===== src/sv/rmq_pkg.sv =====
package rmq_pkg;

    // Width of every matrix element and quaternion component.
    localparam int DATA_W  = 16;
    // Width of a sum or difference of two elements.
    localparam int NUM_W   = DATA_W + 1;
    // Number of components that come from a division.
    localparam int N_LANES = 3;

    // Branch of the conversion: trace, or the largest diagonal element.
    typedef enum logic [1:0] {
        BR_T,
        BR_X,
        BR_Y,
        BR_Z
    } t_branch;

    // One input beat: the matrix in storage order.
    typedef struct packed {
        logic signed [DATA_W-1:0] elem_0;
        logic signed [DATA_W-1:0] elem_1;
        logic signed [DATA_W-1:0] elem_2;
        logic signed [DATA_W-1:0] elem_3;
        logic signed [DATA_W-1:0] elem_4;
        logic signed [DATA_W-1:0] elem_5;
        logic signed [DATA_W-1:0] elem_6;
        logic signed [DATA_W-1:0] elem_7;
        logic signed [DATA_W-1:0] elem_8;
    } t_elems;

    // One result beat.
    typedef struct packed {
        logic signed [DATA_W-1:0] quat_x;
        logic signed [DATA_W-1:0] quat_y;
        logic signed [DATA_W-1:0] quat_z;
        logic signed [DATA_W-1:0] quat_w;
    } t_quat;

    // Signed width of the root argument before clamping.
    function automatic int arg_w(input int frac);
        return ((DATA_W > frac) ? DATA_W : frac) + 3;
    endfunction

    // Width of the radicand, the clamped argument scaled by one.
    function automatic int rad_w(input int frac);
        return arg_w(frac) - 1 + frac;
    endfunction

    // Number of root bits, one per square-root stage.
    function automatic int sq_bits(input int frac);
        return (rad_w(frac) + 1) / 2;
    endfunction

    // Width of the rounded root.
    function automatic int root_w(input int frac);
        return sq_bits(frac) + 1;
    endfunction

endpackage


===== src/sv/rmq_div.sv =====
module rmq_div #(
    parameter int FRAC_BITS = 14,
    parameter int PAY_W     = 1
) (
    input  logic                                    i_clk,
    input  logic                                    i_rst_n,
    input  logic                                    i_valid,
    input  logic [rmq_pkg::root_w(FRAC_BITS)-1:0]   i_root,
    input  logic signed [rmq_pkg::NUM_W-1:0]        i_num [rmq_pkg::N_LANES],
    input  logic [PAY_W-1:0]                        i_pay,
    output logic                                    o_valid,
    output logic signed [rmq_pkg::DATA_W-1:0]       o_quot [rmq_pkg::N_LANES],
    output logic [PAY_W-1:0]                        o_pay
);
    import rmq_pkg::*;

    localparam int RTW = root_w(FRAC_BITS);
    localparam int QB  = DATA_W;
    localparam int MW  = NUM_W;
    localparam int DW  = ((MW + FRAC_BITS > RTW) ? MW + FRAC_BITS : RTW) + 1;
    localparam int XW  = ((DW > RTW + 1 + QB) ? DW : RTW + 1 + QB) + 1;
    localparam logic [QB-1:0] SMAX = {1'b0, {(QB-1){1'b1}}};
    localparam logic [QB-1:0] SMIN = {1'b1, {(QB-1){1'b0}}};

    logic             r_v   [QB+1];
    logic [XW-1:0]    r_dsr [QB+1];
    logic [PAY_W-1:0] r_pay [QB+1];
    logic [XW-1:0]    r_rem [QB+1][N_LANES];
    logic [QB-1:0]    r_quo [QB+1][N_LANES];
    logic             r_neg [QB+1][N_LANES];
    logic             r_ovf [QB+1][N_LANES];

    logic [MW-1:0]    mag   [N_LANES];
    logic [XW-1:0]    dvd   [N_LANES];
    logic [XW-1:0]    dsr;

    logic                     r_out_v;
    logic [PAY_W-1:0]         r_out_pay;
    logic signed [DATA_W-1:0] r_out [N_LANES];
    logic signed [DATA_W-1:0] n_out [N_LANES];

    // Entry: magnitude, rounded dividend, divisor 2r and the overflow check.
    always_comb begin
        dsr = XW'(i_root) << 1;
        for (int l = 0; l < N_LANES; l++) begin
            mag[l] = i_num[l][NUM_W-1] ? MW'(-i_num[l]) : MW'(i_num[l]);
            dvd[l] = (XW'(mag[l]) << FRAC_BITS) + XW'(i_root);
        end
    end

    always_ff @(posedge i_clk) begin
        if (!i_rst_n) begin
            r_v[0] <= 1'b0;
        end else begin
            r_v[0] <= i_valid;
        end
    end

    always_ff @(posedge i_clk) begin
        r_dsr[0] <= dsr;
        r_pay[0] <= i_pay;
        for (int l = 0; l < N_LANES; l++) begin
            r_rem[0][l] <= dvd[l];
            r_quo[0][l] <= '0;
            r_neg[0][l] <= i_num[l][NUM_W-1];
            r_ovf[0][l] <= dvd[l] >= (dsr << QB);
        end
    end

    // Restoring division, one quotient bit per stage in each lane.
    for (genvar k = 0; k < QB; k++) begin : g_stage
        localparam int B = QB - 1 - k;
        logic [XW-1:0] sub;

        assign sub = r_dsr[k] << B;

        always_ff @(posedge i_clk) begin
            if (!i_rst_n) begin
                r_v[k+1] <= 1'b0;
            end else begin
                r_v[k+1] <= r_v[k];
            end
        end

        always_ff @(posedge i_clk) begin
            r_dsr[k+1] <= r_dsr[k];
            r_pay[k+1] <= r_pay[k];
            for (int l = 0; l < N_LANES; l++) begin
                r_neg[k+1][l] <= r_neg[k][l];
                r_ovf[k+1][l] <= r_ovf[k][l];
                if (r_rem[k][l] >= sub) begin
                    r_rem[k+1][l] <= r_rem[k][l] - sub;
                    r_quo[k+1][l] <= r_quo[k][l] | (QB'(1) << B);
                end else begin
                    r_rem[k+1][l] <= r_rem[k][l];
                    r_quo[k+1][l] <= r_quo[k][l];
                end
            end
        end
    end

    // Apply the sign and saturate to the output range.
    always_comb begin
        for (int l = 0; l < N_LANES; l++) begin
            if (r_ovf[QB][l]) begin
                n_out[l] = r_neg[QB][l] ? SMIN : SMAX;
            end else if (!r_neg[QB][l]) begin
                n_out[l] = (r_quo[QB][l] > SMAX) ? SMAX : r_quo[QB][l];
            end else begin
                n_out[l] = (r_quo[QB][l] > SMIN) ? SMIN : DATA_W'(-r_quo[QB][l]);
            end
        end
    end

    always_ff @(posedge i_clk) begin
        if (!i_rst_n) begin
            r_out_v <= 1'b0;
        end else begin
            r_out_v <= r_v[QB];
        end
    end

    always_ff @(posedge i_clk) begin
        r_out     <= n_out;
        r_out_pay <= r_pay[QB];
    end

    assign o_valid = r_out_v;
    assign o_quot  = r_out;
    assign o_pay   = r_out_pay;

endmodule


===== config.mk =====
export PLATFORM = sky130hd
export DESIGN_NAME = rmq_div
export DESIGN_NICKNAME = d
export VERILOG_FILES = /design/src/sv/rmq_pkg.sv /design/src/sv/rmq_div.sv
export SDC_FILE = /design/constraint.sdc
export NUM_CORES = 2
export LEC_CHECK = 0
export BUFFER_PORTS_ARGS = -buffer_cell sky130_fd_sc_hd__buf_2
export CORE_UTILIZATION = 50
export CTS_BUF_LIST = sky130_fd_sc_hd__clkbuf_8
export DETAILED_ROUTE_END_ITERATION = 6
export HOLD_SLACK_MARGIN = 0.06
export PLACE_DENSITY = 0.66
export SLEW_MARGIN = 20
export SYNTH_ARGS = -nofsm -noshare
export SYNTH_HDL_FRONTEND = slang
export SYNTH_SLANG_ARGS = --single-unit

===== constraint.sdc =====
create_clock -name i_clk -period 6.2 [get_ports i_clk]
set_input_delay 1.24 -clock i_clk [delete_from_list [all_inputs] [get_ports i_clk]]
set_output_delay 1.24 -clock i_clk [all_outputs]
set_load 0.02 [all_outputs]

Word-level counts from Yosys, hierarchy flattened --
Memory sizes are Yosys's and may differ from the RTL's. A register that Yosys moved wholly into a read port is not among the register bits. Cells that the tools add are included.
Storage, ports and cells: bits in registers 48, bits in latches 0, RAM bits 3332, memory bits (read-only) 0, input bits 72, output and inout port bits 50, word-level logic and storage cells 515, memories 7
Operators by class: add/subtract/negate cells 57, multipliers 0, divide/modulo/power cells 0, magnitude comparators 57, equal/unequal tests 0, shift-type cells 0, mux-type cells 277, bitwise operators 113, reduce and logical (&&, ||, !) cells 1
Memory list:
- r_rem | words 17, bits a word 105, read ports 16, clocked after memory_dff 0, write ports 17, line rmq_div.sv:28 | logic [XW-1:0] r_rem [QB+1][N_LANES];
- r_quo | words 17, bits a word 48, read ports 17, clocked after memory_dff 0, write ports 17, line rmq_div.sv:29 | logic [QB-1:0] r_quo [QB+1][N_LANES];
- r_dsr | words 17, bits a word 35, read ports 16, clocked after memory_dff 0, write ports 17, line rmq_div.sv:26 | logic [XW-1:0] r_dsr [QB+1];
- r_neg | words 17, bits a word 3, read ports 17, clocked after memory_dff 0, write ports 17, line rmq_div.sv:30 | logic r_neg [QB+1][N_LANES];
- r_ovf | words 17, bits a word 3, read ports 17, clocked after memory_dff 0, write ports 17, line rmq_div.sv:31 | logic r_ovf [QB+1][N_LANES];
- r_pay | words 17, bits a word 1, read ports 17, clocked after memory_dff 1, write ports 17, line rmq_div.sv:27 | logic [PAY_W-1:0] r_pay [QB+1];
- +1 memories
Operators with widths (count):
- 35-bit >= comparator | 48
- 35-bit 2-to-1 mux | 48
- 35-bit subtractor | 48
- 16-bit 2-to-1 mux | 63
- 1-bit 2-to-1 mux | 163
- 1-bit OR | 113
- 32-bit by 34-bit >= comparator with 1-bit output | 3
- 31-bit by 17-bit adder with 32-bit output | 3
- 17-bit 2-to-1 mux | 3
- 17-bit negator | 3
- 16-bit by 15-bit > comparator with 1-bit output (second input constant) | 3
- 16-bit > comparator (second input constant) | 3
- 16-bit negator | 3
- 1-bit zero test | 1

Depth between registers and ports, before layout --
An unclocked memory read counts as a cell.
depth after elaboration 5, gate-level depth with buffers 21, gate-level depth less buffers 21

Worst setup path after synthesis --
Ideal clock, no wire load.
path type in2reg, from input port i_num[33] (netlist name), to memory r_ovf[0][1] (netlist name), setup time 138 ps, data arrival time 5086 ps, data required time 6062 ps, setup slack 976 ps, stages 20, buffers on the path 2, cell sequence clkbuf_1 buf_1 o21ai_0 ha_1 a21o_1 a21oi_1 or3_1 nor3_1 nand2_1 nor3_1 xor2_1 ha_1 a21o_1 a21o_1 a21oi_1 nor2b_1 a2111oi_0 nand2_1 o211ai_1 a31oi_1
RTL lines:
- start: declaration | line rmq_div.sv:9 | input logic signed [rmq_pkg::NUM_W-1:0] i_num [rmq_pkg::N_LANES],
- end: declaration | line rmq_div.sv:31

==> impl_metrics.json <==
{
  "track_usage_pct": 27.8,
  "drt-vias-per-instance": 5.63,
  "hp-class": "register to register",
  "setup_viol": 0,
  "post_cts_buffers": 0,
  "cts_tree": "done",
  "period_share_pct": 73.0,
  "fin_worst_skew_ps": 98.2,
  "arrival_ps": 5420,
  "grt_pass1_wl_um": 441000,
  "clock-sinks": 2099,
  "start_kind": "input port",
  "fill_cells": 17500,
  "max_freq_mhz": 221,
  "syn-cell-area_um2": 100000,
  "drv_slew": 0,
  "nets": 12200,
  "syn_area_per_cell_um2": 9.19,
  "die_y_um": 449,
  "clk_pin_slew_worst_paths_ps": 60,
  "rrSetupSlack_ps": 1890,
  "final_common_cell": "dfxtp_1",
  "cp.required_ps": 7090,
  "antenna_found_initial": 7,
  "period_needed_ps": 4530,
  "dp_hpwl_um": 233000,
  "firstDrtPassIters": 6,
  "synth_flop_cell": "dfxtp_1",
  "grt_pass1_vias": 77200,
  "area_growth_pct": 11.0,
  "gp_congestion": 0.999,
  "gr-total-overflow": 0,
  "ios": 122,
  "wl_per_cell_um": 20.5,
  "h-tree-depth": 5,
  "maxCapViolations": 0,
  "netSwitchingFraction_pct": 39.5,
  "seqCellArea_um2": 42000,
  "synth_seq_area_share_pct": 42.0,
  "whs_path_depth": 0,
  "critPathMaxFanout": 4,
  "die_w_um": 449,
  "rsz0062_at_grt": "false",
  "synth_edf_count": 0,
  "clk_latency_ps": 1100,
  "crit_cells": 22,
  "rr_worst_depth": 11,
  "placedInstanceArea_um2": 104000,
  "grt_max_degree": 41,
  "synthArstFlopShare_pct": 0,
  "hold_buffers": 0,
  "status": "completed",
  "critical_path.top_delay_family": "compound AO/OA/AOI/OAI gates",
  "p_total_uw": 60100,
  "fin_area_um2": 111000,
  "fin_setup_tns_ps": 0,
  "initial_core_util_pct": 50.5,
  "cts_resized": 0,
  "cp_slowest_cell": "a2111oi_0",
  "cts_made_buffers": 358,
  "ys_ff_latch": 2099,
  "vias": 79400,
  "crit_chain": "buf_2, inv_1, ha_1, nand2_1, o21ai_0, ha_1, a21o_1, a21oi_1, or3_1, nor3_1, nand2_1, nor3_1, xor2_1, ha_1, a21o_1, a21o_1, a21oi_1, nor2b_1, a2111oi_0, nand2_1, o211ai_1, a31oi_1",
  "drive_above_1_share_pct": 8.08,
  "p_switching_uw": 23700,
  "final_cell_mix": "2099 x dfxtp_1, 930 x nand2_1, 846 x ha_1, 793 x o21ai_0, 783 x nor2_1",
  "total_leakage_power_uw": 0.0479,
  "hold_end": "r_quo[10][9]$_DFF_P_",
  "cp-end-kind": "register",
  "place_ws_ps": 702,
  "ys_warn_count": 0,
  "postRouteAntennaNets": 0,
  "worst_slew_pin_slew_ps": 1210,
  "ir_worst_vdd_mv": 0.332,
  "yosysUniqueCellTypes": 89,
  "critPathKind": "input port to register",
  "rr_startpoint": "r_rem[14][71]$_DFF_P_",
  "hold_path_startpoint": "r_quo[9][9]$_DFF_P_",
  "drc": 0,
  "synth_cells": 10900,
  "fin_ws_ps": 1670,
  "timing.rr.end": "r_rem[15][102]$_DFF_P_",
  "cts_buffer_depth": 4,
  "whs_ps": 296,
  "coreArea_um2": 198000,
  "maxSlewHeadroom_pct": 18.5,
  "multi_input_area_um2": 55500,
  "path_buf_inv": 2,
  "drt_iter0_drc": 5265,
  "p_seq_share_pct": 36.4,
  "clock-root-buffer": "clkbuf_8",
  "power_density_nw_per_um2": 541,
  "dieArea_um2": 202000,
  "hold_viol": 0,
  "power.internal_uw": 36400,
  "drt_wl_total_um": 289000,
  "portBuffers": 121,
  "slowest_delay_ps": 530,
  "combPwrFrac_pct": 42.7,
  "rows": 163,
  "clkPwrFrac_pct": 20.9
}
area by class of cell:
type	instances	share of cell area (%)
Tap cell	2640	2.98
Antenna cell	6	0.0135
Sequential cell	2099	37.8
Timing Repair Buffer	166	0.850
Multi-Input combinational cell	8080	50.0
Clock buffer	435	5.39
Inverter	510	1.72
Clock inverter	177	1.17
power groups by stage:
stage	clock network [µW]	registers, µW	logic [µW]
finish	12600	21900	25600
global route	13600	22200	28500
CTS	12900	21800	25500
detailed placement	0	22000	25300
global placement	0	22000	24900
floorplan	0	20400	19500
synth_stat cells (174+ instances only):
cell	instances	area share [%]
nor3_1	290	1.5
nand2b_1	197	1.2
xor2_1	503	4.4
nand3_1	174	0.87
ha_1	846	11
nor2_1	783	2.9
nand2_1	930	3.5
inv_1	508	1.9
a21oi_1	705	3.5
o21ai_0	793	4.0
clkbuf_1	195	0.73
dfxtp_1	2099	42
xnor2_1	531	4.6
a21o_1	322	2.4
registers in the layout, indices dropped and copies added, names as in the netlist:
| register | count |
|---|---|
| o_pay | 1 |
| o_quot | 48 |
| o_valid | 1 |
| r_dsr | 126 |
| r_neg | 51 |
| r_ovf | 51 |
| r_pay | 17 |
| r_quo | 408 |
| r_rem | 1379 |
| r_v | 17 |
through the flow:
| step | util, % | cells |
|---|---|---|
| final | 56.1 | 14100 |
| after global routing | 56.1 | 14100 |
| after CTS | 56.1 | 14100 |
| after detailed placement | 52.4 | 13500 |
| after global placement | 52.4 | 13500 |
| after floorplan | - | 10900 |
how the worst max path moves through the flow:
| stage | startpoint | to | slack, ps |
|---|---|---|---|
| 2_1_floorplan | i_num[33] | r_ovf[0][1]$_DFF_P_ | 980 |
| 3_3_place_gp | i_num[17] | r_ovf[0][1]$_DFF_P_ | 640 |
| 3_5_place_dp | i_num[17] | r_ovf[0][1]$_DFF_P_ | 700 |
| 4_1_cts | i_num[17] | r_ovf[0][1]$_DFF_P_ | 1820 |
| 5_1_grt | i_num[20] | r_ovf[0][1]$_DFF_P_ | 1210 |
| 6_report | i_num[17] | r_ovf[0][1]$_DFF_P_ | 1670 |
logic make-up after synthesis:
kind of cell / count (synthesis) / share of synthesized area, %
simple gates: 3311 / 16.3
flops: 2099 / 42.0
compound gates: 2672 / 16.6
mux: 163 / 1.79
other cells: 1 / 0.00375
fa+ha+maj: 894 / 11.5
buf+inv: 715 / 2.70
xor+xnor: 1034 / 9.05
worst register-to-register path, stage by stage, from the launching register on:
cell      delay, ps
dfxtp_1         480
inv_1           150
ha_1            330
nor2b_1         140
o31a_1          260
o21ai_0         380
a21boi_0        210
o311ai_0        570
nand3_1         890
nand4_1         520
nor2_1           90
xor2_1          150
per-layer routing:
layer	track usage [%]	vias to the layer above	part of all wire (%)
met5	0	-	0
met4	17.1	0	6.4
met3	3.97	621	4.7
met2	46.1	2206	46
met1	34.1	37200	43
li1	-	39400	-
(Power assumes the default switching activity.)
