--- src/sv/rmq_pkg.sv ---
package rmq_pkg;

    // Width of every matrix element and quaternion component.
    localparam int DATA_W  = 16;
    // Width of a sum or difference of two elements.
    localparam int NUM_W   = DATA_W + 1;
    // Number of components that come from a division.
    localparam int N_LANES = 3;

    // Branch of the conversion: trace, or the largest diagonal element.
    typedef enum logic [1:0] {
        BR_T,
        BR_X,
        BR_Y,
        BR_Z
    } t_branch;

    // One input beat: the matrix in storage order.
    typedef struct packed {
        logic signed [DATA_W-1:0] elem_0;
        logic signed [DATA_W-1:0] elem_1;
        logic signed [DATA_W-1:0] elem_2;
        logic signed [DATA_W-1:0] elem_3;
        logic signed [DATA_W-1:0] elem_4;
        logic signed [DATA_W-1:0] elem_5;
        logic signed [DATA_W-1:0] elem_6;
        logic signed [DATA_W-1:0] elem_7;
        logic signed [DATA_W-1:0] elem_8;
    } t_elems;

    // One result beat.
    typedef struct packed {
        logic signed [DATA_W-1:0] quat_x;
        logic signed [DATA_W-1:0] quat_y;
        logic signed [DATA_W-1:0] quat_z;
        logic signed [DATA_W-1:0] quat_w;
    } t_quat;

    // Signed width of the root argument before clamping.
    function automatic int arg_w(input int frac);
        return ((DATA_W > frac) ? DATA_W : frac) + 3;
    endfunction

    // Width of the radicand, the clamped argument scaled by one.
    function automatic int rad_w(input int frac);
        return arg_w(frac) - 1 + frac;
    endfunction

    // Number of root bits, one per square-root stage.
    function automatic int sq_bits(input int frac);
        return (rad_w(frac) + 1) / 2;
    endfunction

    // Width of the rounded root.
    function automatic int root_w(input int frac);
        return sq_bits(frac) + 1;
    endfunction

endpackage

--- src/sv/rmq_front.sv ---
module rmq_front #(
    parameter int FRAC_BITS = 14
) (
    input  logic                                   i_clk,
    input  logic                                   i_rst_n,
    input  logic                                   i_valid,
    input  rmq_pkg::t_elems                        i_elems,
    output logic                                   o_valid,
    output logic [rmq_pkg::rad_w(FRAC_BITS)-1:0]   o_rad,
    output rmq_pkg::t_branch                       o_branch,
    output logic signed [rmq_pkg::NUM_W-1:0]       o_num [rmq_pkg::N_LANES]
);
    import rmq_pkg::*;

    localparam int AW  = arg_w(FRAC_BITS);
    localparam int RDW = rad_w(FRAC_BITS);

    logic signed [AW-1:0]    a00, a11, a22, trace, arg, one;
    logic signed [NUM_W-1:0] dx, dy, dz, sxy, sxz, syz;

    logic                    r_valid;
    logic [RDW-1:0]          r_rad, n_rad;
    t_branch                 r_branch, n_branch;
    logic signed [NUM_W-1:0] r_num [N_LANES];
    logic signed [NUM_W-1:0] n_num [N_LANES];

    // Branch choice, root argument and the three numerators.
    always_comb begin
        a00   = AW'(i_elems.elem_0);
        a11   = AW'(i_elems.elem_4);
        a22   = AW'(i_elems.elem_8);
        one   = AW'(1) <<< FRAC_BITS;
        trace = a00 + a11 + a22;

        dx  = NUM_W'(i_elems.elem_5) - NUM_W'(i_elems.elem_7);
        dy  = NUM_W'(i_elems.elem_6) - NUM_W'(i_elems.elem_2);
        dz  = NUM_W'(i_elems.elem_1) - NUM_W'(i_elems.elem_3);
        sxy = NUM_W'(i_elems.elem_3) + NUM_W'(i_elems.elem_1);
        sxz = NUM_W'(i_elems.elem_6) + NUM_W'(i_elems.elem_2);
        syz = NUM_W'(i_elems.elem_7) + NUM_W'(i_elems.elem_5);

        if (trace > 0) begin
            n_branch = BR_T;
        end else if (a00 > a11 && a00 > a22) begin
            n_branch = BR_X;
        end else if (a11 > a22) begin
            n_branch = BR_Y;
        end else begin
            n_branch = BR_Z;
        end

        // Lanes hold the non-main components in x, y, z, w order.
        case (n_branch)
            BR_X: begin
                arg = one + a00 - a11 - a22;
                n_num[0] = sxy; n_num[1] = sxz; n_num[2] = dx;
            end
            BR_Y: begin
                arg = one + a11 - a00 - a22;
                n_num[0] = sxy; n_num[1] = syz; n_num[2] = dy;
            end
            BR_Z: begin
                arg = one + a22 - a00 - a11;
                n_num[0] = sxz; n_num[1] = syz; n_num[2] = dz;
            end
            default: begin
                arg = trace + one;
                n_num[0] = dx; n_num[1] = dy; n_num[2] = dz;
            end
        endcase

        // A non-positive argument is clamped to one LSB.
        if (arg <= 0) begin
            arg = AW'(1);
        end
        n_rad = {arg[AW-2:0], {FRAC_BITS{1'b0}}};
    end

    always_ff @(posedge i_clk) begin
        if (!i_rst_n) begin
            r_valid <= 1'b0;
        end else begin
            r_valid <= i_valid;
        end
    end

    always_ff @(posedge i_clk) begin
        r_rad    <= n_rad;
        r_branch <= n_branch;
        r_num    <= n_num;
    end

    assign o_valid  = r_valid;
    assign o_rad    = r_rad;
    assign o_branch = r_branch;
    assign o_num    = r_num;

endmodule

--- config.mk ---
export PLATFORM = sky130hd
export DESIGN_NAME = rmq_front
export DESIGN_NICKNAME = d
export VERILOG_FILES = /design/src/sv/rmq_pkg.sv /design/src/sv/rmq_front.sv
export SDC_FILE = /design/constraint.sdc
export NUM_CORES = 1
export LEC_CHECK = 0
export BUFFER_PORTS_ARGS = -buffer_cell sky130_fd_sc_hd__buf_2
export CAP_MARGIN = 20
export CORE_UTILIZATION = 60
export DETAILED_ROUTE_END_ITERATION = 16
export PLACE_DENSITY = 0.88
export SLEW_MARGIN = 15
export SYNTH_ARGS = -nofsm -noshare
export SYNTH_HDL_FRONTEND = slang
export SYNTH_SLANG_ARGS = --single-unit
export TNS_END_PERCENT = 30
--- constraint.sdc ---
create_clock -name i_clk -period 15.3 [get_ports i_clk]
set_input_delay 3.06 -clock i_clk [delete_from_list [all_inputs] [get_ports i_clk]]
set_output_delay 3.06 -clock i_clk [all_outputs]
set_load 0.01 [all_outputs]
## Word-level counts from Yosys, hierarchy flattened

Cells that the tools add are included.

| storage, ports and cells | value |
|---|---|
| register bits after elaboration | 72 |
| output and inout port bits | 86 |
| logic and storage cells | 38 |

| operators by class | value |
|---|---|
| add/subtract/negate cells | 18 |
| order comparisons | 5 |
| equal/unequal tests | 3 |
| muxes and demuxes | 5 |
| reductions and logical operators | 1 |

Operator list:

| cell | count |
|---|---|
| case mux 51 bit (3 select lines) | 1 |
| adder 16 x 16 -> 17 bit | 4 |
| case mux 19 bit (3 select lines) | 1 |
| subtractor 18 x 16 -> 19 bit | 3 |
| subtractor 17 x 16 -> 18 bit | 3 |
| adder 16 x 16 -> 17 bit (first input constant) | 3 |
| subtractor 16 x 16 -> 17 bit | 3 |
| > comparator 16 bit | 3 |
| adder 18 x 16 -> 19 bit (second input constant) | 1 |
| less-or-equal comparator 19 x 1 -> 1 bit (second input constant) | 1 |
| adder 17 x 16 -> 18 bit | 1 |
| > comparator 18 x 1 -> 1 bit (second input constant) | 1 |
| == test 2 bit (second input constant) | 2 |
| 2-to-1 mux 2 bit | 2 |
| == test 2 x 1 -> 1 bit (second input constant) | 1 |
| logical AND 1 bit | 1 |
| 2-to-1 mux 1 bit | 1 |

## Depth between registers and ports, before layout

Gate-level depths: netlist (run 1).

| logic depth | value |
|---|---|
| word-level depth | 7 |
| depth in mapped cells | 24 |
| gate-level depth less buffers | 24 |

## Worst setup path after synthesis (run 1)

No wires, ideal clock.

| timing | value |
|---|---|
| path type | input -> register |
| from | input port i_elems[1] in the netlist's numbering |
| to | register r_num, in the netlist o_num[15] |
| library setup time | 137 ps |
| arrival | 7331 ps |
| data required time | 15163 ps |
| setup slack | 7831 ps |
| stages on the path | 21 |
| cells stage by stage | fa_1 ha_1 fa_1 a21o_1 a22o_1 o21ai_1 a21oi_1 o21a_1 nor2_1 xnor2_1 inv_1 ha_1 nor3b_1 nand2_1 nor4_1 nand4bb_1 a21oi_2 buf_2 buf_1 clkbuf_1 a22oi_1 |

RTL lines:

| element | RTL line | text |
|---|---|---|
| from (decl) | rmq_front.sv:7 | `input rmq_pkg::t_elems i_elems,` |
| to (signal assigned) | rmq_front.sv:90 | `r_num <= n_num;` |
| to (decl) | rmq_front.sv:24 | `logic signed [NUM_W-1:0] r_num [N_LANES];` |

## Worst setup path in the final report (run 1)

| timing | value |
|---|---|
| from | input port i_elems[0] in the netlist's numbering |
| to | register r_rad[14], in the netlist o_rad[14] |

| between the ends | value |
|---|---|
| longest elaborated chain between the ends | 7 |
| elaborated cells between the ends (all ways) | 19 |

RTL lines:

| element | RTL line | text |
|---|---|---|
| parallel branches: the longest is 5 deep, another holds subtractor 18 x 16 -> 19 bit | - |  |
| case mux 19 bit (3 select lines) (*) | rmq_front.sv:53 | `case (n_branch)` |
| less-or-equal comparator 19 x 1 -> 1 bit | rmq_front.sv:73 | `if (arg <= 0) begin` |
| to (signal assigned) | rmq_front.sv:88 | `r_rad <= n_rad;` |
| to (decl) | rmq_front.sv:22 | `logic [RDW-1:0] r_rad, n_rad;` |

Mark *: on every way between the ends.
A chain may end at the register's enable or synchronous reset.

==> results of run 1 <==
registers in the layout, indices dropped and copies added (netlist names):
register,count
o_num,51
o_rad,18
o_branch,2
o_valid,1
cells in the mapped netlist (8+ instances only):
library cell / number
ha_1: 300
inv_1: 201
o21ai_0: 113
nor2_1: 105
a21oi_1: 102
nand2_1: 100
xnor2_1: 89
fa_1: 74
dfxtp_1: 72
xor2_1: 36
clkbuf_1: 35
a21o_1: 30
nand2b_1: 30
nor2b_1: 30
nor3_1: 30
o211ai_1: 24
nand3_1: 23
o21bai_1: 18
mux2i_1: 17
o21a_1: 17
buf_4: 16
o22ai_1: 16
mux2_2: 15
a31oi_1: 14
o31ai_1: 14
or3_1: 11
and3_1: 10
a211oi_1: 9
a211o_1: 8
a221o_1: 8
final cells by class:
class                           instances  share of cell area, %
Antenna cell                            4                0.06432
Clock buffer                           10                  1.536
Clock inverter                          5                 0.2171
Inverter                              202                  4.873
Multi-Input combinational cell       1375                  74.33
Sequential cell                        72                  9.263
Tap cell                              313                  2.517
Timing Repair Buffer                  222                  7.204
routing by layer:
layer / part of all wire (%) / GRT usage (%) / routed length (um)
met2: 47 / 59.06 / 19120
met1: 38 / 38.39 / 15580
met4: 6.8 / 22.11 / 2736
met3: 7.5 / 5.352 / 3040
met5: 0.022 / 0 / 9
through the flow:
stage | hold slack (ps) | utilization (%)
after global routing | 2928 | 68.28
final | 2919 | 68.32
after global placement | 3262 | 67.07
after floorplan | 3182 | -
after detailed placement | 3264 | 67.07
after CTS | 2917 | 68.27
cells by family after synthesis:
family,synth area share (%)
AOI/OAI and AO/OA,20.81
and+or+nand+nor,13.58
adders and majority gates,37.35
buffers and inverters,7.722
xor gates and xnor gates,7.811
DFF,10.28
muxes,2.419
other,0.02676
final timing paths:
path                       start                   end  slack [ps]  depth (start not counted)
worst max-delay path  i_elems[0]  o_rad[14]$_SDFF_PP1_        6200                         24
worst min-delay path     i_valid    o_valid$_SDFF_PN0_        2920                          2
critical path: stages:
cell	delay (ps)
buf_2	150
fa_1	460
ha_1	270
fa_1	480
a21o_1	210
a22o_1	220
o21ai_1	350
a21oi_1	220
o21a_1	210
nor2_1	110
xnor2_1	110
inv_1	80
ha_1	140
nor3b_1	200
nand2_1	70
nor4_1	290
nand4bb_1	210
a21oi_4	590
buf_4	790
nor2_1	70
a221oi_1	400
and4_1	270
o2111ai_1	110
o31ai_1	250
power by group through the flow:
| stage | combinational [mW] | sequential [mW] | clock [mW] |
|---|---|---|---|
| final | 1.09 | 0.323 | 0.199 |
| after global routing | 1.19 | 0.325 | 0.206 |
| after CTS | 1.07 | 0.318 | 0.197 |
| after detailed placement | 1.06 | 0.320 | 0 |
| after global placement | 1.03 | 0.322 | 0 |
| after floorplan | 0.700 | 0.341 | 0 |
==> run metrics, run 1 <==
Tmin final=9100 ps; initial antenna violation count=6; Clock Path Buffers=2; via count=approximately 13000; post-route antenna net violation count=0; # hold bufs at CTS=0; clock share of power=about 12%; DRT Wirelength=40480 um; syn_area_per_cell=8.245 sq um; routability cong.=~0.99; layout overhead on the synthesized area=11.03%; H-tree levels=3; Startpoint Class=input port; # IOs=233; Post-layout nets=between 2000 and 2500; post-DP HPWL=33480 um; detailed-router iteration count before antenna repair=6; CTS tree=done; total CTS buffers=9; area leader, netlist=ha_1; Max Cap Viol=0; Yosys top cell area share=26.78%; dpl cell area=0.01528 sq mm; FILL cells=~1800; Fin. Hold Viols=0; endpoints failing setup=0; core area=0.02278 sq mm; GRT Util Overall=33.85%; Crit Path Category=in -> reg; crit-path max FO=90; Max Slew Vio Count=0; Setup TNS Final=0 ps; Pwr per Cell Area=slightly above 100 mW/mm^2; FF/Latch Area=0.001441 sq mm; Peak VDD IR=between 0.00007 and 0.00008 V; commonest non-fill, non-tap cell in the layout=ha_1; clock-pin slew on the worst setup and hold paths=60 ps; Max Fclk=109.9 MHz; Yosys reg bits=about 70; pre-CTS WS=roughly 6100 ps; Initial Util=61.53%; post_cts resized=0; sequential area share after synthesis=10.28%; Synth Flop Type=dfxtp_1; DRT iter0 DRCs=between 1000 and 1500; switching pwr=approximately 0.78 mW; internal cell power=a little over 0.8 mW; die width=154.8 um; post-route clock period utilization=a little under 60%; LEAKAGE=~7.8 nW; synth unique cells=81; setup ws final=a little over 6000 ps; GR Overflow Total=0; Worst EP required=15550 ps; Layout Cells excl Fill=2203; sequential power share=between 20 and 25%; worst slew pin tran=955.2 ps; final instance area=approximately 0.016 sq mm; Post-synth EDFFs=0; RSZ-0062 raised after global routing=false; first-pass GRT wire length=64180 um; netlist area before placement=around 0.014 sq mm; Post-Place Cells=2184; proportion of layout cells with a drive suffix above 1=14.69%; CTS root buf=clkbuf_16; most frequent cells in the layout=ha_1 (300), buf_2 (218), inv_1 (201), o21ai_0 (113), nor2_1 (105); CP arrival=9350 ps; top cells by area, synth=ha_1 (27%), fa_1 (11%), dfxtp_1 (10%), xnor2_1 (5.6%), inv_1 (5.4%); sw frac=between 40 and 50%; drt wl/cell=18.38 um; pin count of the biggest net entering global routing=91; Vias/cell=5.991; status=finished clean; post-CTS setup buffer count=0; Comb pwr share=67.5%; CP Capture Type=flop; area of the multi-input gates=0.01157 sq mm; Tot Pwr=1.607 mW; port bufs=approximately 220; row cnt=55; die height=154.8 um; Async S/R FF share, synth=0%; Synth warnings=0; Synth Instances=1700; DRC viols=0; clk sinks=72; Slew HR=36.19%; hold crit path type=in -> reg; number of global-route vias before repair=13079; Die ar.=0.02398 sq mm
(Power assumes the default switching activity.)
==> inputs of run 2 (changes only) <==
==> constraint.sdc (replaced) <==
create_clock -name i_clk -period 8.6 [get_ports i_clk]
set_input_delay 1.72 -clock i_clk [delete_from_list [all_inputs] [get_ports i_clk]]
set_output_delay 1.72 -clock i_clk [all_outputs]
set_load 0.01 [all_outputs]
==> run metrics, run 2 (synthesis gave the netlist of run 1 again) <==
port bufs=218; Met1 Routed Length=15720 um; status=finished clean; Worst EP required=8850 ps; GRT Util Overall=~33%; Top Metal Used=met5; die height=154.8 um; first-pass GRT wire length=62710 um; post-route antenna net violation count=0; most frequent cells in the layout=ha_1 (300), buf_2 (218), inv_1 (201), o21ai_0 (113), nor2_1 (105); Max Cap Viol=0; Tmin final=slightly above 7000 ps; final core utilization=68.39%; CP peak stage delay=between 500 and 600 ps; Fin. Hold Viols=0; max reg flops=51; proportion of layout cells with a drive suffix above 1=14.71%; die width=154.8 um; detailed-router iteration count before antenna repair=5; RSZ-0062 raised after global routing=false; CP Cell Sequence=buf_2, inv_1, fa_1, inv_1, ha_1, o211ai_1, o21ai_0, a211oi_1, o21ai_0, xor2_1, inv_1, ha_1, nor3b_1, nand2_1, nor4_1, nand4bb_1, a21oi_4, buf_4, o2111ai_1, o22ai_1, and4_1, o2111ai_1, o31ai_1; # IOs=233; crit-path max FO=31; CTS root buf=clkbuf_16; worst slew pin tran=roughly 860 ps; pre-CTS WS=between 1000 and 1500 ps; hold crit path type=in -> reg; final instance area=0.01558 sq mm; Vias/cell=5.866; initial antenna violation count=6; Post-layout nets=2406; CP Capture Type=flop; via count=12946; LEAKAGE=~8 nW; Startpoint Class=input port; Clock Path Buffers=2; Buf/Inv on CP=5; most frequent CP cell=inv_1; DRC viols=0; Crit Path Category=in -> reg; clk sinks=72; Initial Util=between 60% and 70%; met3 wire len=about 3000 um; pin count of the biggest net entering global routing=between 60 and 70; Pwr per Cell Area=182.4 mW/mm^2; routability cong.=approximately 1.0; H-tree levels=3; layout overhead on the synthesized area=11.15%; family with the most delay on the worst path=compound AO/OA/AOI/OAI gates; total CTS buffers=9; Die ar.=between 0.02 and 0.025 sq mm; endpoints failing setup=0; Slew HR=41.65%; drt wl/cell=18.02 um; post-route clock period utilization=82.18%; post-DP HPWL=33140 um; # hold bufs at CTS=0; post_cts resized=0; number of global-route vias before repair=between 10000 and 15000; clock-pin slew on the worst setup and hold paths=60 ps; DRT Wirelength=39780 um; crit path max-delay cell type=fa_1; post-CTS setup buffer count=0; DRT iter0 DRCs=915; Max Slew Vio Count=0; core area=around 0.023 sq mm; Max Fclk=141.5 MHz; GR Overflow Total=0; CTS tree=done; met2 routed WL=19090 um; commonest non-fill, non-tap cell in the layout=ha_1; Peak VDD IR=0.0001438 V; Setup TNS Final=0 ps; dpl cell area=about 0.015 sq mm; row cnt=55; CP arrival=7320 ps; setup ws final=1533 ps
run 2: cell count changes in the layout (fill, tap and decap cells not counted):
| cell | before | now |
|---|---|---|
| clkbuf_1 | 0 | 3 |
| buf_4 | 4 | 7 |
| clkinv_4 | 1 | 0 |
| clkinvlp_4 | 2 | 1 |
run 2: through the flow:
step	hold slack [ps]	cells	total power [mW]
3_3_place_gp	1921	2187	2.406
6_report	1574	2207	2.842
5_1_grt	1571	2203	3.042
2_1_floorplan	1842	1713	1.851
3_5_place_dp	1923	2187	2.449
4_1_cts	1572	2203	2.804
run 2: layout make-up:
cell class                 count  area, sq um
multi-input combinational   1375        11570
fill                        1809         7199
sequential                    72         1441
timing repair buffer         225         1144
inverter                     202        758.2
tap                          313        391.6
clock buffer                  13        250.2
clock inverter                 3        17.52
antenna                        4        10.01
run 2: metal layers:
layer	vias to the layer above	global-route usage [%]
li1	6176	-
met1	6036	39.68
met2	607	57.49
met3	125	5.071
met4	2	16.83
met5	-	0
run 2: worst paths after layout:
check	end	from	depth (start not counted)	slack, ps
worst min-delay path	o_valid$_SDFF_PN0_	i_valid	2	1570
worst max-delay path	o_rad[14]$_SDFF_PP1_	i_elems[3]	23	1530
run 2: report_power, final:
| part | internal [mW] | total [mW] | switching (mW) |
|---|---|---|---|
| registers | 0.486 | 0.572 | 0.0864 |
| logic | 0.789 | 1.93 | 1.14 |
| clock network | 0.202 | 0.343 | 0.141 |
| total | 1.48 | 2.84 | 1.36 |
