$ cat config.mk
export PLATFORM = sky130hd
export DESIGN_NAME = rmq_sqrt
export DESIGN_NICKNAME = d
export VERILOG_FILES = /design/src/sv/rmq_pkg.sv /design/src/sv/rmq_sqrt.sv
export SDC_FILE = /design/constraint.sdc
export NUM_CORES = 1
export LEC_CHECK = 0
export BUFFER_PORTS_ARGS = -buffer_cell sky130_fd_sc_hd__buf_2
export CORE_MARGIN = 2
export CORE_UTILIZATION = 38
export CTS_BUF_LIST = sky130_fd_sc_hd__clkbuf_4 sky130_fd_sc_hd__clkbuf_8
export CTS_CLUSTER_DIAMETER = 80
export CTS_CLUSTER_SIZE = 25
export DETAILED_ROUTE_END_ITERATION = 6
export MAX_ROUTING_LAYER = met4
export SYNTH_ARGS = -nofsm -noshare
export SYNTH_HDL_FRONTEND = slang
export SYNTH_SLANG_ARGS = --single-unit
export TNS_END_PERCENT = 1
$ cat constraint.sdc
create_clock -name i_clk -period 3.1 [get_ports i_clk]
set_input_delay 0.155 -clock i_clk [delete_from_list [all_inputs] [get_ports i_clk]]
set_output_delay 0.155 -clock i_clk [all_outputs]
set_load 0.02 [all_outputs]
$ cat src/sv/rmq_pkg.sv
package rmq_pkg;

    // Width of every matrix element and quaternion component.
    localparam int DATA_W  = 16;
    // Width of a sum or difference of two elements.
    localparam int NUM_W   = DATA_W + 1;
    // Number of components that come from a division.
    localparam int N_LANES = 3;

    // Branch of the conversion: trace, or the largest diagonal element.
    typedef enum logic [1:0] {
        BR_T,
        BR_X,
        BR_Y,
        BR_Z
    } t_branch;

    // One input beat: the matrix in storage order.
    typedef struct packed {
        logic signed [DATA_W-1:0] elem_0;
        logic signed [DATA_W-1:0] elem_1;
        logic signed [DATA_W-1:0] elem_2;
        logic signed [DATA_W-1:0] elem_3;
        logic signed [DATA_W-1:0] elem_4;
        logic signed [DATA_W-1:0] elem_5;
        logic signed [DATA_W-1:0] elem_6;
        logic signed [DATA_W-1:0] elem_7;
        logic signed [DATA_W-1:0] elem_8;
    } t_elems;

    // One result beat.
    typedef struct packed {
        logic signed [DATA_W-1:0] quat_x;
        logic signed [DATA_W-1:0] quat_y;
        logic signed [DATA_W-1:0] quat_z;
        logic signed [DATA_W-1:0] quat_w;
    } t_quat;

    // Signed width of the root argument before clamping.
    function automatic int arg_w(input int frac);
        return ((DATA_W > frac) ? DATA_W : frac) + 3;
    endfunction

    // Width of the radicand, the clamped argument scaled by one.
    function automatic int rad_w(input int frac);
        return arg_w(frac) - 1 + frac;
    endfunction

    // Number of root bits, one per square-root stage.
    function automatic int sq_bits(input int frac);
        return (rad_w(frac) + 1) / 2;
    endfunction

    // Width of the rounded root.
    function automatic int root_w(input int frac);
        return sq_bits(frac) + 1;
    endfunction

endpackage

$ cat src/sv/rmq_sqrt.sv
module rmq_sqrt #(
    parameter int FRAC_BITS = 14,
    parameter int PAY_W     = 1
) (
    input  logic                                    i_clk,
    input  logic                                    i_rst_n,
    input  logic                                    i_valid,
    input  logic [rmq_pkg::rad_w(FRAC_BITS)-1:0]    i_rad,
    input  logic [PAY_W-1:0]                        i_pay,
    output logic                                    o_valid,
    output logic [rmq_pkg::root_w(FRAC_BITS)-1:0]   o_root,
    output logic [PAY_W-1:0]                        o_pay
);
    import rmq_pkg::*;

    localparam int SB  = sq_bits(FRAC_BITS);
    localparam int RTW = root_w(FRAC_BITS);
    localparam int TW  = 2 * SB + 2;

    logic             r_v    [SB+1];
    logic [TW-1:0]    r_rem  [SB+1];
    logic [SB-1:0]    r_root [SB+1];
    logic [PAY_W-1:0] r_pay  [SB+1];

    logic             r_out_v;
    logic [RTW-1:0]   r_out_root;
    logic [PAY_W-1:0] r_out_pay;

    // Entry stage: remainder starts as the radicand, root as zero.
    always_ff @(posedge i_clk) begin
        if (!i_rst_n) begin
            r_v[0] <= 1'b0;
        end else begin
            r_v[0] <= i_valid;
        end
    end

    always_ff @(posedge i_clk) begin
        r_rem[0]  <= TW'(i_rad);
        r_root[0] <= '0;
        r_pay[0]  <= i_pay;
    end

    // One root bit per stage, most significant first.
    for (genvar k = 0; k < SB; k++) begin : g_stage
        localparam int B = SB - 1 - k;
        logic [TW-1:0] trial;
        logic          fit;

        assign trial = (TW'(r_root[k]) << (B + 1)) + (TW'(1) << (2 * B));
        assign fit   = r_rem[k] >= trial;

        always_ff @(posedge i_clk) begin
            if (!i_rst_n) begin
                r_v[k+1] <= 1'b0;
            end else begin
                r_v[k+1] <= r_v[k];
            end
        end

        always_ff @(posedge i_clk) begin
            r_rem[k+1]  <= fit ? (r_rem[k] - trial) : r_rem[k];
            r_root[k+1] <= r_root[k] | ({{(SB-1){1'b0}}, fit} << B);
            r_pay[k+1]  <= r_pay[k];
        end
    end

    // Round to nearest: step up when the remainder exceeds the root.
    always_ff @(posedge i_clk) begin
        if (!i_rst_n) begin
            r_out_v <= 1'b0;
        end else begin
            r_out_v <= r_v[SB];
        end
    end

    always_ff @(posedge i_clk) begin
        r_out_root <= RTW'(r_root[SB]) + RTW'(r_rem[SB] > TW'(r_root[SB]));
        r_out_pay  <= r_pay[SB];
    end

    assign o_valid = r_out_v;
    assign o_root  = r_out_root;
    assign o_pay   = r_out_pay;

endmodule

### Word level (Yosys, flattened, before mapping)

Memory sizes are Yosys's and may differ from the RTL's. A register that Yosys moved wholly into a read port is not among the register bits.
Index checks and enable logic that the tools add are counted.

* flip-flop bits (word level): 17
* logic and storage cells: 124
* output and inout port bits: 19
* RAM bits: 884
* memories: 4
* bits of input ports: 36

* multiplexer cells: 35
* reductions and logical operators: 1
* magnitude comparators: 17
* bitwise operators: 33
* $add $sub $neg: 33

Memories
* r_rem: words 17, width 34, rd ports 17, clocked after Yosys merged registers in 0, wr ports 17, line rmq_sqrt.sv:21 `logic [TW-1:0] r_rem [SB+1];`
* r_root: words 17, width 16, rd ports 17, clocked after Yosys merged registers in 0, wr ports 17, line rmq_sqrt.sv:22 `logic [SB-1:0] r_root [SB+1];`
* r_pay: words 17, width 1, rd ports 17, clocked after Yosys merged registers in 1, wr ports 17, line rmq_sqrt.sv:23 `logic [PAY_W-1:0] r_pay [SB+1];`
* r_v: words 17, width 1, rd ports 17, clocked after Yosys merged registers in 1, wr ports 17, line rmq_sqrt.sv:20 `logic r_v [SB+1];`

Operators with widths (count)
* $mux 34: 16
* $ge 34x19->1: 1
* $ge 34x20->1: 1
* $ge 34x21->1: 1
* $ge 34x22->1: 1
* $ge 34x23->1: 1
* $ge 34x24->1: 1
* $ge 34x25->1: 1
* $ge 34x26->1: 1
* $ge 34x27->1: 1
* $ge 34x28->1: 1
* $ge 34x29->1: 1
* $ge 34x30->1: 1
* $ge 34x31->1: 1
* $ge 34x32->1: 1
* $ge 34x33->1: 1
* $ge 34x34->1: 1
* $gt 34x16->1: 1
* $sub 34x19->34: 1
* $sub 34x20->34: 1
* $sub 34x21->34: 1
* $sub 34x22->34: 1
* $sub 34x23->34: 1
* $sub 34x24->34: 1
* 46 further kinds: 80

### Depth between registers and ports, before layout

Gate-level depths: netlist of run 1.
An unclocked memory read counts as a cell.

* depth after elaboration: 4
* mapped depth: 15
* depth with buffers taken out: 15

### Least setup slack after synthesis of run 1

OpenSTA, ideal clock, no wires.

* path type: register to register
* start: memory r_root[2][3] (netlist bit)
* end: register r_out_root[14], in the netlist o_root[14]
* setup slack: 0.406 ns
* library setup time: 0.072 ns
* buffers on the path: 0
* required time: 3.028 ns
* period minus slack after synthesis: 2.694 ns
* arrival time: 2.622 ns
* stages on the path, launching flop included: 15
* cell sequence: dfxtp_1 inv_1 ha_1 a21o_1 a21o_1 a211oi_1 o21ai_0 a2111oi_0 o21ai_0 ha_1 ha_1 nand3_1 nor2_1 nand3_1 xnor2_1

RTL lines
* start: declaration: line rmq_sqrt.sv:22
* end signal: assignment: line rmq_sqrt.sv:78 `r_out_root <= RTW'(r_root[SB]) + RTW'(r_rem[SB] > TW'(r_root[SB]));`
* end: declaration: line rmq_sqrt.sv:26 `logic [RTW-1:0] r_out_root;`

==> results.md, run 1 <==
- Outcome: finished, final reports clean
- Worst Max-Slew Pin Slew: between 0.7 and 0.8 ns
- Ys async rst share: 0%
- Top delay family on crit path: compound AO/OA/AOI/OAI gates
- Period utilisation layout: around 94%
- M1 GR Usage: between 10% and 20%
- Crit Path Class: flip-flop to flip-flop
- Minimum clock period: about 2.9 ns
- Multi-input gate area in the final layout: 12000 um^2
- Routed len/inst: 15.4 um
- Clock root buffer: clkbuf_8
- Clock slew at reported path FFs: around 0.13 ns
- TritonCTS buffer count: 40
- Clk_lat worst skew: roughly 0.7 ns
- Compound-Gate Fraction of Synth Area: approximately a tenth
- Synth Warn #: 0
- CTS max path bufs: 3
- Most frequent cells in the layout: dfxtp_1 (764), inv_1 (205), nor2_1 (175), nand2_1 (175), ha_1 (169)
- Routed Antenna Nets: 0
- R2R setup slack: between 0.15 and 0.2 ns
- Slew margin rel.: 51.3%
- Buffers on Ports: between 50 and 60
- Layout cell share with drive strength beyond 1: under 10%
- Die Wd: approximately 280 um
- Final setup fails: 0
- Path depth of the worst reg2reg path: 9
- Total Negative Setup Slacks: 0 ns
- Main synth FF type: dfxtp_1
- Core Util, Final: 42.3%
- Via count: between 15000 and 20000
- Die height: roughly 280 um
- Synth unique cells: 85
- Remaining Overflow, GRT: 0
- Post-Synth Simple-Gate Area: between 10% and 20%
- Buffers and inverters on the worst path: 3
- Seq/Total Area, Yosys: between 50% and 60%
- Syn_nets: slightly below 3000
- Post-synth EDFFs: 0
- Largest net degree at the start of global routing: 28
- Routed Wire Length: approximately 60 mm
- Rows: 99
- Synth area leader: dfxtp_1
- Final instance area: 31000 um^2
- Mux contribution to synthesized area: roughly 1.0%
- Reg2reg end: r_rem[1][55]$_DFF_P_
- Initial Util: approximately two fifths
- Post-Synth Adder-Cell Area: between 7 and 8%
- GP Congestion: 0.884
- Num Clock Sinks: 764
- First-pass GRT wire length: 97.9 mm
- Max Cap Viol: 0
- Final Slew Violations: 0
- Leakage Power: between 10 and 15 nW
- VDD IR-drop max: roughly 0.48 mV
- F_max: between 0.3 and 0.4 GHz
- RSZ-0062 raised after global routing: yes
- Hold slack: between 0.08 and 0.09 ns
- Gr busiest metal: met2
- CTS tree: built
- Critical Path End Type: flip-flop
- Synthesized area per cell: ~10 um^2
- Final #Nets: approximately 3100
- DRC: 0
- GR Layer Usage met2: a little under 30%
- Top-area cell type share of the netlist area: 54.3%
- Most used cell, CP: buf_4
- H-tree Lvls: 2
- IO Count: 55
- Register Area: between 15000 and 20000 um^2
- Dpl hpwl: 47.0 mm
- Most common cell after layout, fill and taps aside: dfxtp_1
- Filler cells: 6959
- Synthesized area: 28200 um^2
- Syn Inst Count: approximately 2800
- CP max stage cell: dfxtp_1
- Top cells by area, synth: dfxtp_1 (54%), ha_1 (7.5%), xnor2_1 (4.0%)
- Worst Path Required: between 3 and 4 ns
- HP Start: i_rad[14]
- Pre-antenna DRT Iters: 6
- #FFs+latches synth: 764
- Startpoint types: flip-flop
- M3 GR Usage: under 10%
- Die Area: ~76000 um^2
- Routed vias/inst: 4.99
- Area Growth Syn to Fin: 9.95%
- Worst Hold Path EP: r_rem[0][14]$_DFF_P_
- Core ar.: 73200 um^2
- GRT Total Usage: roughly 16%
- Setup Skew: approximately 0.038 ns
- Max FO, Critical Path: 19
- CP Data Arrival Time: 3.49 ns
- Number of global-route vias before repair: approximately 20000
- Hold Path Class: input pin to flip-flop
- Largest family of logic cells by synthesized area: simple AND/OR/NAND/NOR gates
- Number of DRC markers in iteration 0: roughly 1100
- Reg2reg start: r_root[1][11]$_DFF_P_
- CP max stage delay: roughly 0.5 ns
- Crit-path cells: inv_1, ha_1, or3_1, a2111oi_0, buf_4, o41a_1, nand3_1, buf_4, mux2_2
- Hold path cells: 2
- Post-placement cell area: 29800 um^2
- Pwr/cell area: 870 nW/um^2
- Initial antenna violation count: 2
- Hold Fails Final Rpt: 0
- XOR/XNOR Fraction of Synth Area: 7.92%
-- stage by stage --
stage | setup WS (ns) | std cells | power (mW)
detailed placement | 0.0752 | 3778 | 22.5
CTS | 0.0634 | 3872 | 27.2
global placement | 0.103 | 3778 | 22.3
floorplan | 0.406 | 2764 | 19.9
global route | 0.0140 | 3874 | 28.8
finish | 0.176 | 3874 | 27.0
-- worst max-delay path by stage --
stage                                      from                     to  cells past startpoint
after floorplan            r_root[2][3]$_DFF_P_     o_root[14]$_DFF_P_                     14
final                     r_root[1][11]$_DFF_P_   r_rem[1][55]$_DFF_P_                      9
after global routing       r_root[2][3]$_DFF_P_     o_root[14]$_DFF_P_                     14
after global placement     r_root[2][3]$_DFF_P_     o_root[14]$_DFF_P_                     14
after detailed placement  r_root[1][84]$_DFF_P_  r_rem[1][236]$_DFF_P_                      8
after CTS                 r_root[1][84]$_DFF_P_  r_rem[1][236]$_DFF_P_                      8
-- final cells by class --
cell class | instances | share of cell area (%)
flip-flops and latches | 764 | 49.4
clock inverters | 17 | 0.803
repair buffers | 130 | 3.04
inverters | 207 | 2.51
clock buffers | 41 | 1.80
well taps | 959 | 3.87
diodes | 2 | 0.0161
multi-input cells | 1754 | 38.6
-- registers in the layout, indices dropped and copies added (netlist names) --
| name | flops |
|---|---|
| r_pay | 17 |
| o_valid | 1 |
| o_root | 17 |
| r_root | 136 |
| r_rem | 575 |
| o_pay | 1 |
| r_v | 17 |
-- per-layer routing --
metal  wire [um]  up-vias
met3        1830      146
met1       24800     8951
met4        2680        0
li1            -     9838
met5           0        -
met2       30400      378
-- synthesized netlist by cell type (all sizes together) (37+ instances only) --
master and number:
or4 39, xor2 127, a21o 37, nor2 177, nand4 50, ha 170
inv 206, nand3 38, nand2 175, nand2b 39, nor4 90, nor3 92
dfxtp 764, a21oi 129, o21ai 145, xnor2 128
-- power breakdown --
part / switching (mW) / internal, mW
clock network: 3.02 / 1.57
logic: 4.65 / 3.73
registers: 1.82 / 12.2
-- what timing repair did --
action                     CTS  global route
hold buffers                36             0
hold endpoints to repair    51             0
resized for setup            0             5
setup endpoints to repair    0             7
buffers inserted             0             0
-- logic make-up after synthesis --
| logic type | after synthesis |
|---|---|
| and+or+nand+nor | 841 |
| DFF | 764 |
| AOI/OAI and AO/OA | 462 |
| xor gates and xnor gates | 255 |
| buffers and inverters | 246 |
| adders and majority gates | 170 |
| muxes | 26 |
No activity file was read; power rests on OpenSTA's default activity.
==> inputs of run 2 (changes only) <==
--- a/config.mk
+++ b/config.mk
@@ -7,7 +7,7 @@
 export LEC_CHECK = 0
 export BUFFER_PORTS_ARGS = -buffer_cell sky130_fd_sc_hd__buf_2
 export CORE_MARGIN = 2
-export CORE_UTILIZATION = 38
+export CORE_UTILIZATION = 34
 export CTS_BUF_LIST = sky130_fd_sc_hd__clkbuf_4 sky130_fd_sc_hd__clkbuf_8
 export CTS_CLUSTER_DIAMETER = 80
 export CTS_CLUSTER_SIZE = 25
==> results.md, run 2 (synthesis results as in run 1) <==
- Dpl hpwl: 43.7 mm (was 47.0 mm)
- Worst Max-Slew Pin Slew: 0.602 ns (was 0.731 ns)
- Pre-antenna DRT Iters: 5 (was 6)
- Initial Util: 34.3% (was 38.5%)
- Top reg by flops: r_rem (unchanged)
- Hold Path Class: input pin to flip-flop (unchanged)
- Worst Path Required: 3.67 ns (about the same)
- VDD IR-drop max: 0.528 mV (was 0.476 mV)
- NetSw: 8.97 mW (was 9.49 mW)
- Outcome: finished, final reports clean (unchanged)
- Sequential cell fraction of total power: 52.8% (was 51.9%)
- First-pass GRT wire length: 92.1 mm (was 97.9 mm)
- Final #Nets: 3115 (was 3103)
- Die Area: 85200 um^2 (was 76400 um^2)
- Clock slew at reported path FFs: 0.13 ns (about the same)
- WL met3: 1.26 mm (was 1.83 mm)
- Rows: 105 (was 99)
- Hold Fails Final Rpt: 0 (unchanged)
- Startpoint types: flip-flop (unchanged)
- Comb power frac: 30.9% (was 31.1%)
- Routed vias/inst: 4.73 (was 4.99)
- Final setup fails: 0 (unchanged)
- CTS tree: built (unchanged)
- CTS max path bufs: 3 (unchanged)
- Post-placement cell area: 30000 um^2 (was 29800 um^2)
- Pwr/cell area: 844 nW/um^2 (was 870 nW/um^2)
- Metal-1 WL: 21.5 mm (was 24.8 mm)
- H-tree Lvls: 2 (unchanged)
- Period utilisation layout: 93.1% (was 94.3%)
- Clk_lat worst skew: 0.68 ns (was 0.69 ns)
- Critical Path End Type: flip-flop (unchanged)
- Placed cell count: 3903 (was 3778)
- Non-filler cells in the finished layout: 3995 (was 3874)
- GP Congestion: 0.925 (was 0.884)
- Routed len/inst: 13.9 um (was 15.4 um)
- Hold slack: 0.101 ns (was 0.0873 ns)
- Initial antenna violation count: 1 (was 2)
- Minimum clock period: 2.89 ns (was 2.92 ns)
- Largest regs: r_rem (575), r_root (136) (unchanged)
- Remaining Overflow, GRT: 0 (unchanged)
- Routed Wire Length: 55.7 mm (was 59.7 mm)
- HP Start: i_rad[18] (was i_rad[14])
- F_max: 0.346 GHz (was 0.342 GHz)
- Largest net degree at the start of global routing: 28 (unchanged)
- Crit Path Class: flip-flop to flip-flop (unchanged)
- Filler cells: 8063 (was 6959)
- DRC: 0 (unchanged)
- Core ar.: 82100 um^2 (was 73200 um^2)
- Die Wd: 292 um (was 276 um)
- DR top layer: met4 (unchanged)
- Clk pwr share: 16.2% (was 17.0%)
- Setup Skew: 0.0427 ns (was 0.0376 ns)
- Origin of the worst setup path: r_rem[1][262]$_DFF_P_ (was r_root[1][11]$_DFF_P_)
- Area Growth Syn to Fin: 10.4% (was 9.95%)
- Final instance area: 31100 um^2 (was 31000 um^2)
- Most common cell after layout, fill and taps aside: dfxtp_1 (unchanged)
- Reg2reg start: r_rem[1][262]$_DFF_P_ (was r_root[1][11]$_DFF_P_)
- Leakage Power: 13.9 nW (about the same)
- Max FO, Critical Path: 7 (was 19)
- Final Slew Violations: 0 (unchanged)
- Buffers on Ports: 54 (unchanged)
- Total Negative Setup Slacks: 0 ns (unchanged)
- Most frequent cells in the layout: dfxtp_1 (763), inv_1 (205), nor2_1 (175), nand2_1 (175), ha_1 (170) (was dfxtp_1 (764), inv_1 (205), nor2_1 (175), nand2_1 (175), ha_1 (169))
- Pint: 17.3 mW (was 17.5 mW)
- Num Clock Sinks: 764 (unchanged)
- RSZ-0062 raised after global routing: no (was yes)
- Clock root buffer: clkbuf_8 (unchanged)
- Via count: 18900 (was 19300)
- TritonCTS buffer count: 38 (was 40)
- Core Util, Final: 37.9% (was 42.3%)
- IO Count: 55 (unchanged)
- Postcts setup bufs: 0 (unchanged)
- Slew margin rel.: 59.7% (was 51.3%)
- Number of global-route vias before repair: 19300 (was 19800)
- Largest register FFs: 575 (unchanged)
- Layout cell share with drive strength beyond 1: 7.28% (was 6.93%)
- Met2 Wirelength: 30.7 mm (was 30.4 mm)
- GRT Total Usage: 13.5% (was 16.0%)
- Number of DRC markers in iteration 0: 791 (was 1069)
- Routed Antenna Nets: 0 (unchanged)
- CP Data Arrival Time: 3.45 ns (was 3.49 ns)
- Die height: 292 um (was 276 um)
- Sw Ratio: 34.2% (was 35.2%)
- Max Cap Viol: 0 (unchanged)
run 2: critical path, stage by stage (launching register included):
cell and delay (ns):
dfxtp_1 0.36, or3_1 0.38, or3_1 0.36, or3_4 0.38, or4_4 0.52, o22ai_1 0.35
buf_4 0.22, nor2_1 0.06, xor2_1 0.14
run 2: layout make-up:
class	instances	area, um^2	area share (%)
flip-flops and latches	764	15300	49.1
inverters	207	777	2.50
well taps	1070	1340	4.30
clock buffers	46	608	1.95
diodes	1	2.50	0.00804
repair buffers	144	1040	3.33
multi-input cells	1754	12000	38.4
clock inverters	9	111	0.358
run 2: metal layers:
metal  vias up  global-route usage, %
li1       9853                      -
met1      8682                   12.7
met2       258                   27.1
met3       111                   1.56
met4         0                   5.62
met5         -                      -
run 2: power by group through the flow:
stage          combinational, mW  clock [mW]  sequential [mW]
2_1_floorplan               6.32           0             13.6
3_3_place_gp                8.03           0             14.1
3_5_place_dp                8.09           0             14.1
4_1_cts                     8.17        4.48             13.9
5_1_grt                     9.22        4.80             14.2
6_report                    8.12        4.26             13.9
run 2: worst paths after layout:
check                           to  slack, ns  depth (start not counted)
max           r_rem[2][33]$_DFF_P_       0.21                          8
min           r_rem[0][18]$_DFF_P_       0.10                          2
max reg2reg   r_rem[2][33]$_DFF_P_       0.21                          8
min reg2reg  r_rem[0][250]$_DFF_P_       0.33                          0
run 2: per-stage QoR:
step	power, mW	setup WS, ns
3_5_place_dp	22.2	0.0694
3_3_place_gp	22.1	0.0362
2_1_floorplan	19.9	0.406
5_1_grt	28.2	0.0124
6_report	26.3	0.213
4_1_cts	26.5	0.0384
run 2: repair_timing:
| item | CTS | global route |
|---|---|---|
| setup endpoints to repair | 0 | 11 |
| resized for setup | 0 | 6 |
| hold buffers | 36 | 0 |
| hold endpoints to repair | 51 | 0 |
==> inputs of run 3 (changes only) <==
--- a/config.mk
+++ b/config.mk
@@ -5,13 +5,14 @@
 export SDC_FILE = /design/constraint.sdc
 export NUM_CORES = 1
 export LEC_CHECK = 0
-export BUFFER_PORTS_ARGS = -buffer_cell sky130_fd_sc_hd__buf_2
 export CORE_MARGIN = 2
 export CORE_UTILIZATION = 34
 export CTS_BUF_LIST = sky130_fd_sc_hd__clkbuf_4 sky130_fd_sc_hd__clkbuf_8
 export CTS_CLUSTER_DIAMETER = 80
 export CTS_CLUSTER_SIZE = 25
 export DETAILED_ROUTE_END_ITERATION = 6
+export DONT_BUFFER_PORTS = 1
+export GPL_TIMING_DRIVEN = 0
 export MAX_ROUTING_LAYER = met4
 export SYNTH_ARGS = -nofsm -noshare
 export SYNTH_HDL_FRONTEND = slang
==> results.md, run 3 (synthesis results as in run 1) <==
- CP Data Arrival Time: 3.63 ns (was 3.45 ns)
- Total Power: 26.4 mW (was 26.3 mW)
- Startpoint types: flip-flop (unchanged)
- Number of DRC markers in iteration 0: 685 (was 791)
- Multi-input gate area in the final layout: 12100 um^2 (was 12000 um^2)
- Final #Nets: 3080 (was 3115)
- Final setup fails: 0 (unchanged)
- CP max stage cell: or4_1 (was or4_4)
- Sw Ratio: 34.6% (was 34.2%)
- Pint: 17.3 mW (about the same)
- H-tree Lvls: 2 (unchanged)
- Core ar.: 82100 um^2 (unchanged)
- Clock root buffer: clkbuf_8 (unchanged)
- Largest regs: r_rem (575), r_root (136) (unchanged)
- Rows: 105 (unchanged)
- Critical Path End Type: flip-flop (unchanged)
- RSZ-0062 raised after global routing: yes (was no)
- Most common cell after layout, fill and taps aside: dfxtp_1 (unchanged)
- Hold Fails Final Rpt: 0 (unchanged)
- HP Start: i_pay (was i_rad[18])
- Remaining Overflow, GRT: 0 (unchanged)
- Origin of the worst setup path: r_root[1][84]$_DFF_P_ (was r_rem[1][262]$_DFF_P_)
- CTS max path bufs: 3 (unchanged)
- NetSw: 9.12 mW (was 8.97 mW)
- CP max stage delay: 0.62 ns (was 0.52 ns)
- Core Util, Final: 37.9% (about the same)
- Die Wd: 292 um (unchanged)
- Number of global-route vias before repair: 19100 (was 19300)
- Largest net degree at the start of global routing: 26 (was 28)
- Die Area: 85200 um^2 (unchanged)
- CTS tree: built (unchanged)
- Pwr/cell area: 848 nW/um^2 (was 844 nW/um^2)
- Filler cells: 8123 (was 8063)
- Pre-antenna DRT Iters: 5 (unchanged)
- Crit Path Class: flip-flop to flip-flop (unchanged)
- Minimum clock period: 3.03 ns (was 2.89 ns)
- Gr busiest metal: met2 (unchanged)
- F_max: 0.330 GHz (was 0.346 GHz)
- Max Cap Viol: 0 (unchanged)
- Dpl hpwl: 44.9 mm (was 43.7 mm)
- Clock slew at reported path FFs: 0.13 ns (about the same)
- Initial antenna violation count: 1 (unchanged)
- GRT Total Usage: 14.0% (was 13.5%)
- First-pass GRT wire length: 94.3 mm (was 92.1 mm)
- M3 GR Usage: 1.68% (was 1.56%)
- Area Growth Syn to Fin: 10.4% (about the same)
- Most frequent cells in the layout: dfxtp_1 (762), inv_1 (205), nor2_1 (175), nand2_1 (175), ha_1 (168) (was dfxtp_1 (763), inv_1 (205), nor2_1 (175), nand2_1 (175), ha_1 (170))
- Crit-path cells: inv_1, ha_1, or4b_1, o41ai_4, nor2_1, or4_1, nor4_1, xor2_1 (was or3_1, or3_1, or3_4, or4_4, o22ai_1, buf_4, nor2_1, xor2_1)
- Hold Path Class: input pin to flip-flop (unchanged)
- Max FO, Critical Path: 5 (was 7)
- Worst Max-Slew Pin Slew: 1.09 ns (was 0.602 ns)
- Layout cell share with drive strength beyond 1: 4.96% (was 7.28%)
- IO Count: 55 (unchanged)
- Register Area: 15300 um^2 (about the same)
- Buffers on Ports: 0 (was 54)
- Setup Skew: 0.0438 ns (was 0.0427 ns)
- Clk pwr share: 16.7% (was 16.2%)
- TritonCTS buffer count: 39 (was 38)
- Comb power frac: 30.4% (was 30.9%)
- Outcome: finished, final reports clean (unchanged)
- Final setup margin: 0.0719 ns (was 0.213 ns)
- Initial Util: 34.3% (unchanged)
- GP Congestion: 0.911 (was 0.925)
- Die height: 292 um (unchanged)
- Slew margin rel.: 26.6% (was 59.7%)
- GR Layer Usage met2: 28.0% (was 27.1%)
- Routed Wire Length: 57.8 mm (was 55.7 mm)
- Period utilisation layout: 97.7% (was 93.1%)
- Via count: 18700 (was 18900)
- Top reg by flops: r_rem (unchanged)
- Final Slew Violations: 0 (unchanged)
- Routed Antenna Nets: 0 (unchanged)
- Clk_lat worst skew: 0.67 ns (was 0.68 ns)
- Largest register FFs: 575 (unchanged)
- Leakage Power: 13.7 nW (was 13.9 nW)
- Reg2reg start: r_root[1][84]$_DFF_P_ (was r_rem[1][262]$_DFF_P_)
- DRC: 0 (unchanged)
- M1 GR Usage: 13.2% (was 12.7%)
- Routed vias/inst: 4.72 (was 4.73)
- Worst Path Required: 3.70 ns (was 3.67 ns)
- VDD IR-drop max: 0.604 mV (was 0.528 mV)
- DP Worst Slack: -0.370 ns (was 0.0694 ns)
- Routed len/inst: 14.6 um (was 13.9 um)
- Num Clock Sinks: 764 (unchanged)
- Sequential cell fraction of total power: 52.9% (was 52.8%)
run 3: layer usage:
metal  vias to the layer above  wire [um]
met5                         -          0
met4                         0       2500
met1                      8531      22000
met3                       121       1360
met2                       249      31900
li1                       9782          -
run 3: final timing paths:
| path | end | cells after the start | slack, ns |
|---|---|---|---|
| min | r_pay[0]$_DFF_P_ | 1 | 0.07 |
| max reg2reg | r_rem[1][236]$_DFF_P_ | 8 | 0.07 |
| max | r_rem[1][236]$_DFF_P_ | 8 | 0.07 |
| min reg2reg | r_pay[9]$_DFF_P_ | 0 | 0.31 |
run 3: power groups by stage:
stage / logic [mW] / registers, mW / clock network [mW]
3_5_place_dp: 7.86 / 14.2 / 0
4_1_cts: 8.01 / 14.0 / 4.60
3_3_place_gp: 7.82 / 14.2 / 0
6_report: 8.02 / 14.0 / 4.40
5_1_grt: 9.09 / 14.3 / 4.94
2_1_floorplan: 6.32 / 13.6 / 0
run 3: cell type report:
type	instances	area share, %
Buffer	39	0.635
Timing Repair Buffer	69	2.20
Antenna cell	1	0.00804
Sequential cell	764	49.2
Clock inverter	12	0.599
Tap cell	1070	4.30
Multi-Input combinational cell	1754	38.8
Inverter	207	2.51
Clock buffer	40	1.75
run 3: worst max-delay path, delay by kind of cell (launching register included):
family / cells / cell delay [ns]
AO/OA/AOI/OAI: 1 / 0.50
XOR/XNOR: 1 / 0.18
adder cells (fa/ha/maj): 1 / 0.36
buffers and inverters: 1 / 0.05
flip-flops: 1 / 0.36
AND/OR/NAND/NOR: 4 / 1.54
run 3: timing repair:
item | CTS | global route
setup endpoints to repair | 112 | 129
resized for setup | 20 | 31
endpoints found under the hold margin | 51 | 0
buffers inserted | 0 | 2
pin swaps | 0 | 2
hold buffers | 67 | 0
run 3: metrics by stage:
| step | cells | cell area, um^2 | TNS, ns | hold WS [ns] |
|---|---|---|---|---|
| final | 3956 | 31100 | 0 | 0.0679 |
| after global routing | 3956 | 31100 | -1.97 | 0.0172 |
| after CTS | 3953 | 31000 | -0.0513 | 0.00621 |
| after detailed placement | 3834 | 29500 | -11.63 | 0.183 |
| after global placement | 3834 | 29500 | -11.62 | 0.183 |
| after floorplan | 2764 | 28200 | 0 | 0.183 |
